### src/design/bds_pkg.sv
`timescale 1ns / 1ps
package bds_pkg;

  localparam int CFG_DW       = 13;
  localparam int ROW_W        = 12;
  localparam int COORD_W      = 11;
  localparam int QUEUE_DEPTH  = 4;

  localparam logic [CFG_DW-1:0] WIDTH_RESET  = 13'd640;
  localparam logic [CFG_DW-1:0] HEIGHT_RESET = 13'd480;
  localparam logic [CFG_DW-1:0] HEIGHT_CAP   = 13'd4096;

  localparam logic CFG_IN_WIDTH  = 1'b0;
  localparam logic CFG_IN_HEIGHT = 1'b1;

  typedef enum logic [1:0] {
    KIND_STORE,
    KIND_EMIT_LINE,
    KIND_EMIT_DOUBLE
  } bds_kind_e;

  typedef logic [3:0][7:0] bds_pix_t;
  typedef logic [3:0][8:0] bds_pair_t;

  typedef struct packed {
    logic [CFG_DW-1:0] width;
    logic [CFG_DW-1:0] height;
    logic              restart;
  } bds_cfg_t;

  typedef struct packed {
    bds_kind_e          kind;
    bds_pair_t          pair;
    logic [COORD_W-1:0] y;
    logic               last;
  } bds_item_t;

endpackage

### src/design/bds_queue.sv
`timescale 1ns / 1ps
module bds_queue import bds_pkg::*; #(
  parameter int DW = 8
) (
  input  logic          clk_i,
  input  logic          rst_ni,
  input  logic          push_i,
  input  logic [DW-1:0] push_data_i,
  output logic          ready_o,
  input  logic          pop_i,
  output logic          valid_o,
  output logic [DW-1:0] data_o
);

  localparam int PW = $clog2(QUEUE_DEPTH);
  localparam int NW = $clog2(QUEUE_DEPTH + 1);

  logic [DW-1:0] slot_q [QUEUE_DEPTH];
  logic [PW-1:0] wr_q, wr_d, rd_q, rd_d;
  logic [NW-1:0] cnt_q, cnt_d;

  assign ready_o = (cnt_q != NW'(QUEUE_DEPTH));
  assign valid_o = (cnt_q != '0);
  assign data_o  = slot_q[rd_q];

  always_comb begin
    wr_d  = push_i ? wr_q + PW'(1) : wr_q;
    rd_d  = pop_i ? rd_q + PW'(1) : rd_q;
    cnt_d = cnt_q + NW'(push_i) - NW'(pop_i);
  end

  always_ff @(posedge clk_i or negedge rst_ni) begin
    if (!rst_ni) begin
      wr_q  <= '0;
      rd_q  <= '0;
      cnt_q <= '0;
    end else begin
      wr_q  <= wr_d;
      rd_q  <= rd_d;
      cnt_q <= cnt_d;
    end
  end

  always_ff @(posedge clk_i) begin
    if (push_i) begin
      slot_q[wr_q] <= push_data_i;
    end
  end

endmodule

### config.mk
export PLATFORM = sky130hd
export DESIGN_NAME = bds_queue
export DESIGN_NICKNAME = d
export VERILOG_FILES = /design/src/design/bds_pkg.sv /design/src/design/bds_queue.sv
export SDC_FILE = /design/constraint.sdc
export NUM_CORES = 1
export LEC_CHECK = 0
export BUFFER_PORTS_ARGS = -buffer_cell sky130_fd_sc_hd__buf_2
export CORE_MARGIN = 2
export CORE_UTILIZATION = 34
export DETAILED_ROUTE_END_ITERATION = 16
export MAX_ROUTING_LAYER = met4
export PLACE_DENSITY = 0.54
export SETUP_SLACK_MARGIN = 0.02
export SYNTH_ARGS = -nofsm -noshare
export SYNTH_HDL_FRONTEND = slang
export SYNTH_SLANG_ARGS = --single-unit
### constraint.sdc
create_clock -name clk_i -period 3.8 [get_ports clk_i]
set_input_delay 0.76 -clock clk_i [delete_from_list [all_inputs] [get_ports clk_i]]
set_output_delay 0.76 -clock clk_i [all_outputs]
set_load 0.01 [all_outputs]
==> impl_metrics.env, run 1 <==
export IMPL_status="finished, final reports clean"
export IMPL_grt_max_degree=12
export IMPL_synth_edf_count=32
export IMPL_synth_compound_area_share_pct=0.324
export IMPL_antenna_found_initial=0
export IMPL_timing_rr_start="cnt_q[0]$_DFF_PN0_"
export IMPL_clk_pin_slew_ns=0.07
export IMPL_synth_flop_cell="edfxtp_1"
export IMPL_dr_pass1_iters=4
export IMPL_ir_drop_mv=0.255
export IMPL_area_growth_pct=15.2
export IMPL_numPortBuffers=21
export IMPL_via_count=719
export IMPL_drive_above_1_share_pct=33.7
export IMPL_ff_latch_area_mm2=0.00114
export IMPL_num_io_pins=22
export IMPL_cts_buffers=5
export IMPL_synth_xor_area_share_pct=2.83
export IMPL_cp_slowest_cell="dfrtp_1"
export IMPL_grt_pass1_wl_mm=4.00
export IMPL_initialDrtViolationCount=43
export IMPL_track_usage_pct=11.7
export IMPL_synth_seq_area_share_pct=73.5
export IMPL_path_cells="mux4_2 -> buf_2"
export IMPL_syn_area_mm2=0.00155
export IMPL_maxCapViolations=0
export IMPL_max_freq_ghz=0.404
export IMPL_reg2reg_depth=8
export IMPL_ys_types=15
export IMPL_postRouteAntennaNets=0
export IMPL_crit_fanout=10
export IMPL_cts_tree="yes"
export IMPL_end_kind="output pin"
export IMPL_relSlewSlack_pct=62.1
export IMPL_ctsHoldBuffers=0
export IMPL_core_mm2=0.00435
export IMPL_final_min_clock_period_ns=2.48
export IMPL_drc_errors=0
export IMPL_clock_sinks=39
export IMPL_fill_cells=398
export IMPL_num_rows=24
export IMPL_yosysWarnings=0
export IMPL_critPathKind="flip-flop to output pin"
export IMPL_yosys_area_top_type="edfxtp_1"
export IMPL_hold_class="input pin to async pin"
export IMPL_clock_skew_ns=0.00671
export IMPL_yosysTopAreaCellShare_pct=62.2
export IMPL_worstPathRequired_ns=3.04
export IMPL_die_w_um=71.4
export IMPL_vias_per_cell=4.61
export IMPL_final_cell_mix="edfxtp_1 (32), buf_2 (21), mux4_2 (8), dfrtp_1 (7)"
export IMPL_cts_root_buf="clkbuf_8"
export IMPL_syn_nets=96
export IMPL_power_density_mw_per_mm2=724
export IMPL_place_gp_congestion=0.723
export IMPL_synth_avg_cell_area_um2=20.1
export IMPL_start_util_pct=35.5
export IMPL_wl_per_cell_um=15.3
export IMPL_diodes=0
export IMPL_worstSkewPairLatency_ns=0.28
export IMPL_postCtsSetupRepairBufs=0
export IMPL_yosys_area_share_simple_pct=3.00
export IMPL_final_nets=122
export IMPL_layout_commonest_cell="edfxtp_1"
export IMPL_report_final_setup_viol=0
export IMPL_synthMuxAreaShare_pct=11.7
export IMPL_synthArstFlopShare_pct=17.9
export IMPL_report_final_slew_viol_count=0
export IMPL_holdWs_ns=0.300
export IMPL_setup_worst_path_start_class="flip-flop"
export IMPL_synth_seq_cells=39
export IMPL_cts_max_level=2
export IMPL_multi_input_area_um2=370
export IMPL_period_share_pct=65.2
export IMPL_die_area_mm2=0.00510
export IMPL_overflow=0
export IMPL_rsz0062_at_grt="no"
export IMPL_fp_dieH_um=71.4
export IMPL_finalSetupTns_ns=0
export IMPL_routed_wl_mm=2.39
export IMPL_cp_arrival_ns=1.72
export IMPL_r2r_end="cnt_q[2]$_DFF_PN0_"
export IMPL_synth_area_leaders="edfxtp_1 (62%), mux4_2 (12%), dfrtp_1 (11%)"
export IMPL_syn_inst=77
export IMPL_cts_repair_resized=0
export IMPL_clock_path_buffers=2
export IMPL_synth_adder_area_share_pct=6.15
export IMPL_cpPeakStageDelay_ns=0.70
export IMPL_grt_pass1_vias=807
export IMPL_hold_viol=0
export IMPL_worst_slew_pin_slew_ns=0.569
export IMPL_synth_top_family_by_area="multiplexers"
export IMPL_r2r_setup_slack_ns=2.11
export IMPL_p_leak_uw=0.000668
export IMPL_hpwl_mm=1.64
-- report_power, final --
| part | switching (µW) | internal (µW) |
|---|---|---|
| combinational | 172 | 196 |
| sequential | 87.5 | 574 |
| clock | 130 | 129 |
| total | 389 | 900 |
-- critical path: cells and delay by family (launching register included) --
family / cells / cell delay, ns
DFF: 1 / 0.70
muxes: 1 / 0.58
buffers and inverters: 1 / 0.15
-- state kept, by name, indices dropped and copies added, names as in the netlist --
| register | count |
|---|---|
| slot_q | 32 |
| cnt_q | 3 |
| rd_q | 2 |
| wr_q | 2 |
-- synthesized netlist by cell type (all sizes together), types with 2 or more instances --
cell type	n
xnor2	3
dfrtp	7
mux4	8
inv	6
edfxtp	32
buf	2
xor2	2
ha	6
nand2	3
and2	4
-- area by class of cell --
type / instances / share of cell area [%]
sequential: 39 / 63.8
inverter: 6 / 1.26
clock buffer: 7 / 4.29
clock inverter: 1 / 0.281
timing repair buffer: 21 / 5.90
tap: 52 / 3.65
multi-input combinational: 30 / 20.8
-- metal layers --
layer	GRT usage (%)	vias to the layer above	part of all wire (%)
met3	5.06	2	5.6
met2	19.0	20	53
met1	12.1	361	40
met5	-	-	0
li1	-	336	-
met4	5.66	0	1.0
-- through the flow --
stage / std cells / area (µm²) / setup WS (ns) / power, µW / util (%)
6_report: 156 / 1780 / 1.32 / 1290 / 40.9
5_1_grt: 156 / 1780 / 1.17 / 1390 / 40.9
4_1_cts: 156 / 1780 / 1.25 / 1320 / 40.9
3_5_place_dp: 148 / 1700 / 1.57 / 1060 / 39.0
3_3_place_gp: 148 / 1700 / 1.57 / 1030 / 39.0
2_1_floorplan: 77 / 1550 / 1.82 / 927 / -
-- logic make-up after synthesis --
kind of cell	Yosys count
buffers and inverters	8
AO/OA/AOI/OAI	1
flip-flops	39
adder cells (fa/ha/maj)	7
multiplexers	8
AND/OR/NAND/NOR	9
XOR/XNOR	5
-- worst max-delay path by stage --
stage	from	to	slack (ns)	cells after the start
after floorplan	pop_i	cnt_q[2]$_DFF_PN0_	1.82	7
after global placement	rd_q[0]$_DFFE_PN0P_	data_o[7]	1.57	2
after detailed placement	rd_q[0]$_DFFE_PN0P_	data_o[1]	1.57	2
after CTS	rd_q[0]$_DFFE_PN0P_	data_o[1]	1.25	2
after global routing	rd_q[0]$_DFFE_PN0P_	data_o[5]	1.17	2
final	rd_q[0]$_DFFE_PN0P_	data_o[1]	1.32	2
(Power assumes the default switching activity.)
==> inputs of run 2 (changes only) <==
--- a/config.mk
+++ b/config.mk
@@ -5,12 +5,13 @@
 export SDC_FILE = /design/constraint.sdc
 export NUM_CORES = 1
 export LEC_CHECK = 0
+export ABC_AREA = 1
 export BUFFER_PORTS_ARGS = -buffer_cell sky130_fd_sc_hd__buf_2
 export CORE_MARGIN = 2
 export CORE_UTILIZATION = 34
 export DETAILED_ROUTE_END_ITERATION = 16
 export MAX_ROUTING_LAYER = met4
-export PLACE_DENSITY = 0.54
+export PLACE_DENSITY = 0.53
 export SETUP_SLACK_MARGIN = 0.02
 export SYNTH_ARGS = -nofsm -noshare
 export SYNTH_HDL_FRONTEND = slang
==> constraint.sdc (replaced) <==
create_clock -name clk_i -period 2.5 [get_ports clk_i]
set_input_delay 0.5 -clock clk_i [delete_from_list [all_inputs] [get_ports clk_i]]
set_output_delay 0.5 -clock clk_i [all_outputs]
set_load 0.01 [all_outputs]
==> run 2 against run 1 <==
  * Wire length grew 22%
  * Worst setup slack lost 0.84 ns
  * Non-clock buffer count grew 1
  * Power grew 68%
  * Final cell count grew 71%
  * Clock power grew 50%
  * Largest power group unchanged
  * Global-route usage shrank 0.079 points
==> impl_metrics.env, run 2 <==
export IMPL_status="finished, final reports clean"
export IMPL_period_share_pct=80.5
export IMPL_ff_latch_area_mm2=0.00114
export IMPL_worstPathRequired_ns=2.00
export IMPL_drive_above_1_share_pct=18.8
export IMPL_yosysWarnings=0
export IMPL_ir_drop_mv=0.435
export IMPL_crit_buf_inv=2
export IMPL_placed_cell_area_mm2=0.00195
export IMPL_cp_arrival_ns=1.51
export IMPL_cts_tree="yes"
export IMPL_antenna_found_initial=0
export IMPL_holdWs_ns=0.0333
export IMPL_path_depth=5
export IMPL_num_rows=26
export IMPL_finalSetupTns_ns=0
export IMPL_overflow=0
export IMPL_report_final_slew_viol_count=0
export IMPL_layout_commonest_cell="inv_1"
export IMPL_ctsHoldBuffers=0
export IMPL_hpwl_mm=2.00
export IMPL_cpPeakStageDelay_ns=0.62
export IMPL_placed_cells=259
export IMPL_place_gp_congestion=0.753
export IMPL_syn_nets=191
export IMPL_report_final_setup_viol=0
export IMPL_track_usage_pct=11.6
export IMPL_multi_input_area_um2=433
export IMPL_final_min_clock_period_ns=2.01
export IMPL_setup_worst_path_start_class="flip-flop"
export IMPL_syn_inst=172
export IMPL_vias_per_cell=3.97
export IMPL_clk_pin_slew_ns=0.07
export IMPL_synth_seq_area_share_pct=63.0
export IMPL_path_delay_family="flip-flops"
export IMPL_p_leak_uw=0.000996
export IMPL_area_growth_pct=12.6
export IMPL_maxCapViolations=0
export IMPL_dr_pass1_iters=4
export IMPL_end_kind="output pin"
export IMPL_routed_wl_mm=2.92
export IMPL_yosys_area_top_type="edfxtp_1"
export IMPL_reg2reg_depth=8
export IMPL_cp_slowest_cell="dfrtp_1"
export IMPL_via_count=1060
export IMPL_num_io_pins=22
export IMPL_hold_viol=0
export IMPL_cpMostUsedCell="nand2_1"
export IMPL_synth_avg_cell_area_um2=10.5
export IMPL_diodes=0
export IMPL_postRouteAntennaNets=0
export IMPL_grt_max_degree=17
export IMPL_endpoint="data_o[0]"
export IMPL_worst_slew_pin_slew_ns=0.444
export IMPL_crit_fanout=10
export IMPL_clock_skew_ns=0.00702
export IMPL_synth_flop_cell="edfxtp_1"
export IMPL_yosys_top_cells_count="inv_1 (45), nand2_1 (43), edfxtp_1 (32)"
export IMPL_fill_cells=503
export IMPL_max_freq_ghz=0.497
export IMPL_initialDrtViolationCount=51
export IMPL_postCtsSetupRepairBufs=0
export IMPL_r2r_end="cnt_q[2]$_DFF_PN0_"
export IMPL_die_area_mm2=0.00590
export IMPL_drc_errors=0
export IMPL_hold_class="input pin to async pin"
export IMPL_stdcell_area_mm2=0.00203
export IMPL_yosysTopAreaCellShare_pct=53.3
export IMPL_top_register="slot_q"
export IMPL_grt_pass1_vias=1026
export IMPL_largest_register_ffs=32
export IMPL_synth_seq_cells=39
export IMPL_synth_edf_count=32
export IMPL_power_density_mw_per_mm2=1060
export IMPL_wl_per_cell_um=11.0
export IMPL_critPathKind="flip-flop to output pin"
export IMPL_clock_path_buffers=2
export IMPL_start_util_pct=35.3
export IMPL_synthArstFlopShare_pct=17.9
export IMPL_final_cells=267
export IMPL_final_nets=215
export IMPL_cts_repair_resized=0
export IMPL_relSlewSlack_pct=70.4
export IMPL_die_w_um=76.8
export IMPL_worstSkewPairLatency_ns=0.28
export IMPL_fp_dieH_um=76.8
export IMPL_core_mm2=0.00511
export IMPL_numPortBuffers=21
export IMPL_cts_max_level=2
export IMPL_final_cell_mix="inv_1 (45), nand2_1 (43), edfxtp_1 (32), buf_2 (21), nand3_1 (19)"
export IMPL_reg_top3="slot_q: 32 flops, cnt_q: 3 flops"
export IMPL_syn_area_mm2=0.00180
export IMPL_path_cells="buf_4 -> nand2_1 -> nand3_1 -> nand2_1 -> buf_2"
export IMPL_timing_rr_start="cnt_q[0]$_DFF_PN0_"
export IMPL_r2r_setup_slack_ns=0.94
export IMPL_clock_sinks=39
export IMPL_cts_buffers=5
export IMPL_ys_types=16
export IMPL_grt_pass1_wl_mm=4.97
export IMPL_synth_area_leaders="edfxtp_1 (53%), dfrtp_1 (9.7%), inv_1 (9.4%)"
export IMPL_crit_start="rd_q[0]$_DFFE_PN0P_"
export IMPL_yosys_cell_count_top_type="inv_1"
export IMPL_cts_root_buf="clkbuf_8"
export IMPL_rsz0062_at_grt="no"
-- run 2: cell type report --
| class | instances | share of cell area, % |
|---|---|---|
| repair buffers | 22 | 5.55 |
| well taps | 70 | 4.31 |
| flip-flops and latches | 39 | 55.9 |
| clock buffers | 8 | 3.94 |
| multi-input cells | 81 | 21.3 |
| inverters | 47 | 8.93 |
-- run 2: cell families after synthesis --
logic type | after synthesis | synth area share, %
simple gates | 70 | 17.0
buf+inv | 52 | 13.0
flops | 39 | 63.0
fa+ha+maj | 7 | 5.27
xor+xnor | 3 | 1.46
compound gates | 1 | 0.277
-- run 2: metal layers --
layer / up-vias / GRT usage [%] / part of all wire [%]
met4: 0 / 4.91 / 1.8
met5: - / - / 0
met3: 5 / 4.35 / 3.7
li1: 568 / - / -
met1: 472 / 13.8 / 44
met2: 15 / 17.7 / 50
-- run 2: power breakdown --
part           internal [µW]  switching [µW]  total (µW)  leakage (µW)
sequential               872             114         986      0.000376
combinational            290             495         785      0.000580
clock                    198             191         389     0.0000395
total                   1360             800        2160      0.000996
-- run 2: worst min-delay path by stage --
stage,to,slack (ns),depth (start not counted)
after floorplan,cnt_q[0]$_DFF_PN0_,0.20,0
after global placement,rd_q[0]$_DFFE_PN0P_,0.34,1
after detailed placement,rd_q[0]$_DFFE_PN0P_,0.34,1
after CTS,rd_q[0]$_DFFE_PN0P_,0.03,1
after global routing,rd_q[0]$_DFFE_PN0P_,0.02,1
final,rd_q[0]$_DFFE_PN0P_,0.03,1
-- run 2: per-stage QoR --
| step | power, µW | setup WS, ns | util (%) |
|---|---|---|---|
| after global placement | 1800 | 0.744 | 38.2 |
| after detailed placement | 1800 | 0.720 | 38.2 |
| after global routing | 2360 | 0.326 | 39.8 |
| final | 2160 | 0.487 | 39.8 |
| after floorplan | 1590 | 0.910 | - |
| after CTS | 2190 | 0.444 | 39.8 |
==> inputs of run 3 (changes only) <==
==> constraint.sdc (replaced) <==
create_clock -name clk_i -period 1.95 [get_ports clk_i]
set_input_delay 0.39 -clock clk_i [delete_from_list [all_inputs] [get_ports clk_i]]
set_output_delay 0.39 -clock clk_i [all_outputs]
set_load 0.01 [all_outputs]
==> run 3 against run 2 <==
  * Sequential power increased by 26%
  * Sequential share of layout area decreased by 1.4 points
  * Wire length decreased by 9.1%
  * Power increased by 35%
  * Non-clock buffer count increased by 3
  * Highest routed layer unchanged
==> impl_metrics.env, run 3 (synthesized netlist as in run 2, its figures left out) <==
export IMPL_final_cells=270
export IMPL_worstPathRequired_ns=1.56
export IMPL_hpwl_mm=1.91
export IMPL_grt_max_degree=17
export IMPL_vias_per_cell=3.85
export IMPL_setup_worst_path_start_class="flip-flop"
export IMPL_rsz0062_at_grt="no"
export IMPL_cts_max_level=2
export IMPL_stdcell_area_mm2=0.00208
export IMPL_critPathKind="flip-flop to output pin"
export IMPL_worst_slew_pin_slew_ns=0.402
export IMPL_area_growth_pct=15.5
export IMPL_status="finished, final reports clean"
export IMPL_hold_class="input pin to flip-flop"
export IMPL_cts_buffers=5
export IMPL_clock_skew_ns=0.00432
export IMPL_drc_errors=0
export IMPL_period_share_pct=92.1
export IMPL_clock_path_buffers=2
export IMPL_wl_per_cell_um=9.84
export IMPL_start_util_pct=35.3
export IMPL_relSlewSlack_pct=73.2
export IMPL_clk_pin_slew_ns=0.07
export IMPL_grt_pass1_wl_mm=4.60
export IMPL_dr_pass1_iters=4
export IMPL_cts_tree="yes"
export IMPL_core_mm2=0.00511
export IMPL_end_kind="output pin"
export IMPL_placed_cell_area_mm2=0.00197
export IMPL_final_nets=218
export IMPL_die_w_um=76.8
export IMPL_track_usage_pct=10.8
export IMPL_p_leak_uw=0.00103
export IMPL_power_density_mw_per_mm2=1400
export IMPL_hold_viol=0
export IMPL_via_count=1039
export IMPL_reg_top3="slot_q: 32 flops, cnt_q: 3 flops"
export IMPL_numPortBuffers=21
export IMPL_layout_commonest_cell="inv_1"
export IMPL_top_register="slot_q"
export IMPL_drive_above_1_share_pct=20.5
export IMPL_report_final_setup_viol=0
export IMPL_initialDrtViolationCount=59
export IMPL_finalSetupTns_ns=0
export IMPL_postRouteAntennaNets=0
export IMPL_die_area_mm2=0.00590
export IMPL_max_freq_ghz=0.557
export IMPL_routed_wl_mm=2.66
export IMPL_holdPathStages=2
export IMPL_ir_drop_mv=0.685
export IMPL_overflow=0
export IMPL_reg2reg_depth=8
export IMPL_num_io_pins=22
export IMPL_report_final_slew_viol_count=0
export IMPL_largest_register_ffs=32
export IMPL_final_min_clock_period_ns=1.80
export IMPL_cts_root_buf="clkbuf_8"
export IMPL_worstSkewPairLatency_ns=0.28
export IMPL_antenna_found_initial=0
export IMPL_cp_arrival_ns=1.41
export IMPL_num_rows=26
export IMPL_maxCapViolations=0
export IMPL_fill_cells=512
export IMPL_postCtsSetupRepairBufs=0
export IMPL_final_cell_mix="inv_1 (45), nand2_1 (43), edfxtp_1 (32), buf_2 (21), nand3_1 (19)"
export IMPL_clock_sinks=39
export IMPL_fp_dieH_um=76.8
export IMPL_crit_fanout=8
export IMPL_place_gp_congestion=0.680
export IMPL_diodes=0
export IMPL_grt_pass1_vias=1039
export IMPL_placed_cells=261
-- run 3: worst paths after layout --
path | start | end | slack (ns)
max in group asynchronous | rst_ni | cnt_q[0]$_DFF_PN0_ | 1.34
setup / recovery | rd_q[0]$_DFFE_PN0P_ | data_o[0] | 0.15
hold / removal | pop_i | rd_q[0]$_DFFE_PN0P_ | 0.30
min in group asynchronous | rst_ni | rd_q[0]$_DFFE_PN0P_ | 0.46
setup reg to reg | cnt_q[0]$_DFF_PN0_ | cnt_q[2]$_DFF_PN0_ | 0.39
hold reg to reg | wr_q[0]$_DFFE_PN0P_ | wr_q[0]$_DFFE_PN0P_ | 0.55
-- run 3: where the power goes --
part / total [µW] / internal, µW / switching (µW)
registers: 1240 / 1120 / 126
clock network: 623 / 374 / 250
logic: 1040 / 399 / 645
total: 2910 / 1890 / 1020
-- run 3: layer usage --
layer / vias to the layer above / routed length, µm / GRT usage [%]
li1: 577 / - / -
met1: 439 / 1090 / 11.2
met2: 15 / 1400 / 18.1
met3: 8 / 91 / 2.71
met4: 0 / 82 / 7.09
met5: - / 0 / -
-- run 3: area by class of cell --
type	count	area [µm²]	area share, %
tap	70	87.6	4.20
inverter	47	181	8.71
timing repair buffer	25	138	6.61
multi-input combinational	81	433	20.8
sequential	39	1140	54.5
clock inverter	3	38.8	1.86
clock buffer	5	68.8	3.30
-- run 3: per-stage QoR --
| step | setup slack, ns | utilization [%] | hold slack [ns] | power, µW |
|---|---|---|---|---|
| floorplan | 0.470 | - | 0.0944 | 2040 |
| global placement | 0.304 | 38.5 | 0.232 | 2320 |
| detailed placement | 0.265 | 38.5 | 0.232 | 2330 |
| CTS | 0.100 | 40.8 | 0.298 | 2960 |
| global route | 0.0332 | 40.8 | 0.307 | 3170 |
| finish | 0.154 | 40.8 | 0.304 | 2910 |
-- run 3: what timing repair did --
| item | CTS | global route |
|---|---|---|
| hold buffers | 1 | 0 |
| setup endpoints to repair | 0 | 0 |
| endpoints found under the hold margin | 7 | 0 |
| resized for setup | 0 | 0 |
-- run 3: critical path, cell delays in order (launching register included) --
cell and delay [ns]:
dfrtp_1 0.57, buf_4 0.22, nand2_1 0.05, nand3_1 0.07, nand2_1 0.07, buf_2 0.14
